[src/design/sme_pkg.sv]
`default_nettype none

package sme_pkg;

  // default sizes of the operand stack and the data buffer
  localparam int unsigned STACK_DEPTH_DEF = 256;
  localparam int unsigned DATA_BYTES_DEF  = 64;

  // command codes
  localparam logic [1:0] CMD_WRITE = 2'd0;
  localparam logic [1:0] CMD_EXEC  = 2'd1;
  localparam logic [1:0] CMD_START = 2'd2;
  localparam logic [1:0] CMD_NOP   = 2'd3;

  // instruction opcodes
  localparam logic [7:0] OPC_PUSH = 8'h01;
  localparam logic [7:0] OPC_ADD  = 8'h03;
  localparam logic [7:0] OPC_SUB  = 8'h04;
  localparam logic [7:0] OPC_XOR  = 8'h05;
  localparam logic [7:0] OPC_MUL  = 8'h06;
  localparam logic [7:0] OPC_AND  = 8'h07;
  localparam logic [7:0] OPC_OR   = 8'h08;
  localparam logic [7:0] OPC_ROL  = 8'h09;
  localparam logic [7:0] OPC_SHR  = 8'h0A;
  localparam logic [7:0] OPC_END  = 8'hFF;

  // result status codes
  localparam logic [1:0] STS_OK     = 2'd0;
  localparam logic [1:0] STS_DONE   = 2'd1;
  localparam logic [1:0] STS_BADOP  = 2'd2;
  localparam logic [1:0] STS_HALTED = 2'd3;

  // input beat
  typedef struct packed {
    logic [1:0] command;
    logic [7:0] opcode;
    logic [7:0] operand;
    logic [7:0] data_byte;
  } sme_in_t;

  // output beat
  typedef struct packed {
    logic [1:0]  status;
    logic [63:0] value;
    logic [8:0]  depth;
  } sme_out_t;

  // item class after decode
  typedef enum logic [3:0] {
    K_WRITE,
    K_START,
    K_NOP,
    K_PUSH,
    K_ALU2,
    K_ROL,
    K_SHR,
    K_END,
    K_BAD
  } kind_e;

  // two-operand operations
  typedef enum logic [2:0] {
    ALU_ADD,
    ALU_SUB,
    ALU_XOR,
    ALU_MUL,
    ALU_AND,
    ALU_OR
  } alu_e;

  // decoded item held in the queue
  typedef struct packed {
    kind_e      kind;
    alu_e       alu;
    logic [7:0] operand;
    logic [7:0] data_byte;
  } sme_op_t;

  // queue head seen by the execution side
  typedef struct packed {
    logic    valid;
    sme_op_t op;
  } sme_qhead_t;

endpackage

`default_nettype wire

[src/design/sme_front.sv]
`default_nettype none

module sme_front (
  input  logic                clk_i,
  input  logic                rst_ni,
  input  logic                in_valid_i,
  output logic                in_stall_o,
  input  sme_pkg::sme_in_t    in_data_i,
  input  logic                pop_i,
  output sme_pkg::sme_qhead_t head_o
);

  localparam int unsigned QueueDepth = 2;
  localparam int unsigned PtrW       = $clog2(QueueDepth);
  localparam int unsigned CntW       = $clog2(QueueDepth + 1);

  sme_pkg::sme_op_t op_dec;
  sme_pkg::sme_op_t mem_q [QueueDepth];
  logic [PtrW-1:0]  wr_q, rd_q;
  logic [CntW-1:0]  cnt_q;
  logic             push;

  // classify the incoming beat
  always_comb begin
    op_dec.kind      = sme_pkg::K_NOP;
    op_dec.alu       = sme_pkg::ALU_ADD;
    op_dec.operand   = in_data_i.operand;
    op_dec.data_byte = in_data_i.data_byte;
    unique case (in_data_i.command)
      sme_pkg::CMD_WRITE: op_dec.kind = sme_pkg::K_WRITE;
      sme_pkg::CMD_START: op_dec.kind = sme_pkg::K_START;
      sme_pkg::CMD_NOP:   op_dec.kind = sme_pkg::K_NOP;
      sme_pkg::CMD_EXEC: begin
        unique case (in_data_i.opcode)
          sme_pkg::OPC_PUSH: op_dec.kind = sme_pkg::K_PUSH;
          sme_pkg::OPC_ADD: begin
            op_dec.kind = sme_pkg::K_ALU2;
            op_dec.alu  = sme_pkg::ALU_ADD;
          end
          sme_pkg::OPC_SUB: begin
            op_dec.kind = sme_pkg::K_ALU2;
            op_dec.alu  = sme_pkg::ALU_SUB;
          end
          sme_pkg::OPC_XOR: begin
            op_dec.kind = sme_pkg::K_ALU2;
            op_dec.alu  = sme_pkg::ALU_XOR;
          end
          sme_pkg::OPC_MUL: begin
            op_dec.kind = sme_pkg::K_ALU2;
            op_dec.alu  = sme_pkg::ALU_MUL;
          end
          sme_pkg::OPC_AND: begin
            op_dec.kind = sme_pkg::K_ALU2;
            op_dec.alu  = sme_pkg::ALU_AND;
          end
          sme_pkg::OPC_OR: begin
            op_dec.kind = sme_pkg::K_ALU2;
            op_dec.alu  = sme_pkg::ALU_OR;
          end
          sme_pkg::OPC_ROL: op_dec.kind = sme_pkg::K_ROL;
          sme_pkg::OPC_SHR: op_dec.kind = sme_pkg::K_SHR;
          sme_pkg::OPC_END: op_dec.kind = sme_pkg::K_END;
          default:          op_dec.kind = sme_pkg::K_BAD;
        endcase
      end
    endcase
  end

  // queue handshake
  assign in_stall_o = (cnt_q == CntW'(QueueDepth));
  assign push       = in_valid_i && !in_stall_o;

  // queue pointers and fill count
  always_ff @(posedge clk_i or negedge rst_ni) begin
    if (!rst_ni) begin
      wr_q  <= '0;
      rd_q  <= '0;
      cnt_q <= '0;
    end else begin
      if (push) begin
        wr_q <= wr_q + 1'b1;
      end
      if (pop_i) begin
        rd_q <= rd_q + 1'b1;
      end
      if (push && !pop_i) begin
        cnt_q <= cnt_q + 1'b1;
      end else if (!push && pop_i) begin
        cnt_q <= cnt_q - 1'b1;
      end
    end
  end

  // queue storage
  always_ff @(posedge clk_i) begin
    if (push) begin
      mem_q[wr_q] <= op_dec;
    end
  end

  assign head_o.valid = (cnt_q != '0);
  assign head_o.op    = mem_q[rd_q];

endmodule

`default_nettype wire

[config.mk]
export PLATFORM = sky130hd
export DESIGN_NAME = sme_front
export DESIGN_NICKNAME = d
export VERILOG_FILES = /design/src/design/sme_pkg.sv /design/src/design/sme_front.sv
export SDC_FILE = /design/constraint.sdc
export NUM_CORES = 1
export LEC_CHECK = 0
export BUFFER_PORTS_ARGS = -buffer_cell sky130_fd_sc_hd__clkbuf_2
export CORE_ASPECT_RATIO = 0.9
export CORE_MARGIN = 4
export CORE_UTILIZATION = 46
export DETAILED_ROUTE_END_ITERATION = 7
export PLACE_DENSITY = 0.73
export SETUP_SLACK_MARGIN = 0.3
export SYNTH_ARGS = -nofsm -noshare
export SYNTH_HDL_FRONTEND = slang
export SYNTH_SLANG_ARGS = --single-unit
export TNS_END_PERCENT = 5
[constraint.sdc]
create_clock -name clk_i -period 1.9 [get_ports clk_i]
set_input_delay 0.285 -clock clk_i [delete_from_list [all_inputs] [get_ports clk_i]]
set_output_delay 0.285 -clock clk_i [all_outputs]
set_load 0.02 [all_outputs]
==> impl_metrics.tcl <==
set metrics [dict create \
    die_h_um 71.56 \
    vias 1217 \
    rr_worst_depth 7 \
    h-tree-depth 2 \
    drtIter0Drc 47 \
    seq_area_frac_synth_pct 71.76 \
    cp.required_ps 1620 \
    async_reset_ff_share_pct 8.000 \
    p_leak_nw 0.9908 \
    clock_sinks 50 \
    dieArea_um2 5625 \
    cts_tree "built" \
    critPathLaunchType "flip-flop" \
    overflow 0 \
    insertion_delay_ps 300 \
    final_antenna_net_count 0 \
    fillCellCount 338 \
    antennaDiodeCount 0 \
    maxSlewHeadroom_pct 76.05 \
    drt-wirelength-per-cell_um 14.71 \
    synth-main-ff-cell "edfxtp_1" \
    clock.fmax_mhz 592.9 \
    synth_fp_nets 153 \
    clockBufferDepth 2 \
    powerDensity_nw_per_um2 1453 \
    layout-drive-gt1-share_pct 50.54 \
    num_rows 22 \
    wl_um 3618 \
    yosysTopAreaCell "edfxtp_1" \
    regArea_um2 1483 \
    worst_slew_pin_slew_ps 357.2 \
    power_mw 3.730 \
    ir_drop_uv 768.9 \
    start_util_pct 49.02 \
    hold_viol_final 0 \
    rsz0062_at_grt "yes" \
    whs_ps 168.1 \
    dr.pass1.iters 4 \
    setup_viol 0 \
    drv_cap 0 \
    finalMaxSlewViolations 0 \
    status "complete, no violations" \
    hold_depth 1 \
    core_area_um2 4212 \
    grt_pass1_vias 1232 \
    path_clk_slew_ps 80 \
    worst_ep_arrival_time_ps 1400 \
    nets 216 \
    avgViaCountPerCell 4.947 \
    syn2layout_area_growth_pct 24.30 \
    cts_made_buffers 5 \
    layout_worst_path_cycle_share_pct 88.76 \
    crit_path_end_kind "output pin" \
    worstPathMaxFanout 15 \
    synth_area_leaders "edfxtp_1, mux2_2, dfrtp_1" \
    grt_pass1_wl_um 5789 \
    cts-root-buf "clkbuf_8" \
    synth-seq-cells 50 \
    ioPinCount 55 \
    layout_min_cycle_time_ps 1687 \
    ys_types 29 \
    synth.top_cell.area_share_pct 66.91 \
    post_cts_buffers 0 \
    antenna_found_initial 0 \
    final_core_util_pct 60.93 \
    grt.total_usage_pct 13.88 \
    drc 0 \
    io_buffers 54 \
    place_hpwl_um 2619 \
    grt_max_degree 24 \
    hp-class "input port to flip-flop" \
    synth_warnings 0 \
    routabilityCongestion 0.8101 \
    netlist_top_cells_count "edfxtp_1, mux2_2, nand2b_1" \
    fin_worst_skew_ps 7.302 \
    synth_edf_count 46 \
    synth_area_per_cell_um2 16.92 \
    worstSetupPathType "flip-flop to output pin" \
    final.setup.tns_ps 0 \
    multi_input_area_um2 553.0 \
    synthCells 122 \
    die_x_um 78.62 \
    netlist_area_um2 2064 \
    yosysMostFrequentCell "edfxtp_1" \
]
[stage by stage]
| stage | instances | cell area (um2) | setup slack, ps |
|---|---|---|---|
| floorplan | 122 | 2072 | 355.6 |
| global placement | 236 | 2421 | 459.9 |
| global route | 246 | 2566 | 153.6 |
| detailed placement | 236 | 2421 | 358.8 |
| CTS | 245 | 2545 | 208.1 |
| finish | 246 | 2566 | 213.5 |
[power by group]
part / total (mW) / leakage (nW) / internal, mW / switching, mW
Clock: 0.718 / 0.0514 / 0.392 / 0.326
Combinational: 1.40 / 0.464 / 0.591 / 0.805
Sequential: 1.62 / 0.475 / 1.52 / 0.0997
Total: 3.73 / 0.991 / 2.50 / 1.23
[cell usage in the layout (no fill, tap or decap), types with 3 or more instances in the layout]
master and instances:
inv_1 3, nand2b_1 6, nand2_1 4, nor2_1 4, buf_4 3, edfxtp_1 46
dfrtp_1 3, xnor2_1 4, clkbuf_2 54, xor2_1 3, mux2_2 23, clkbuf_8 5
a21oi_1 3
[worst max-delay path: stages (launching register included)]
cell and delay [ps]:
dfrtp_2 430, buf_12 170, mux2_2 350, clkbuf_2 160
[layer usage]
| metal | vias to the layer above | track usage [%] | wire length, um |
|---|---|---|---|
| li1 | 584 | - | - |
| met1 | 580 | 16.49 | 1504 |
| met2 | 45 | 21.96 | 1778 |
| met3 | 8 | 6.533 | 283 |
| met4 | 0 | 5.437 | 51 |
| met5 | - | 0 | 0 |
[worst paths after layout]
| path | startpoint | end | slack, ps |
|---|---|---|---|
| max | rd_q | head_o[4] | 210 |
| min | in_data_i[1] | mem_q[1][1] | 170 |
| max reg2reg | cnt_q[0] | cnt_q[1] | 370 |
| min reg2reg | cnt_q[1] | cnt_q[1] | 490 |
| max in group asynchronous | rst_ni | rd_q | 1460 |
| min in group asynchronous | rst_ni | cnt_q[1] | 310 |
[flip-flops by register name, indices dropped and copies added (netlist names)]
name and flops:
cnt_q 2, mem_q 46, rd_q 1, wr_q 1
[cell families after synthesis]
logic type / Yosys count / share of synthesized area [%]
multiplexers: 23 / 12.55
AO/OA/AOI/OAI: 9 / 2.788
buffers and inverters: 7 / 1.818
adder cells (fa/ha/maj): 1 / 0.6060
XOR/XNOR: 7 / 2.970
AND/OR/NAND/NOR: 25 / 7.516
flip-flops: 50 / 71.76
[timing repair]
item,CTS,global route
endpoints found under the hold margin,4,0
gates resized for setup,1,5
endpoints found under the setup margin,23,24
hold buffers,1,0
gates cloned,0,1
[area by class of cell]
cell class / count / area share (%)
tap: 60 / 2.925
clock inverter: 2 / 1.463
inverter: 3 / 0.4388
sequential: 50 / 57.78
timing repair buffer: 60 / 13.02
clock buffer: 6 / 2.828
multi-input combinational: 65 / 21.55
No activity file was read; power rests on OpenSTA's default activity.
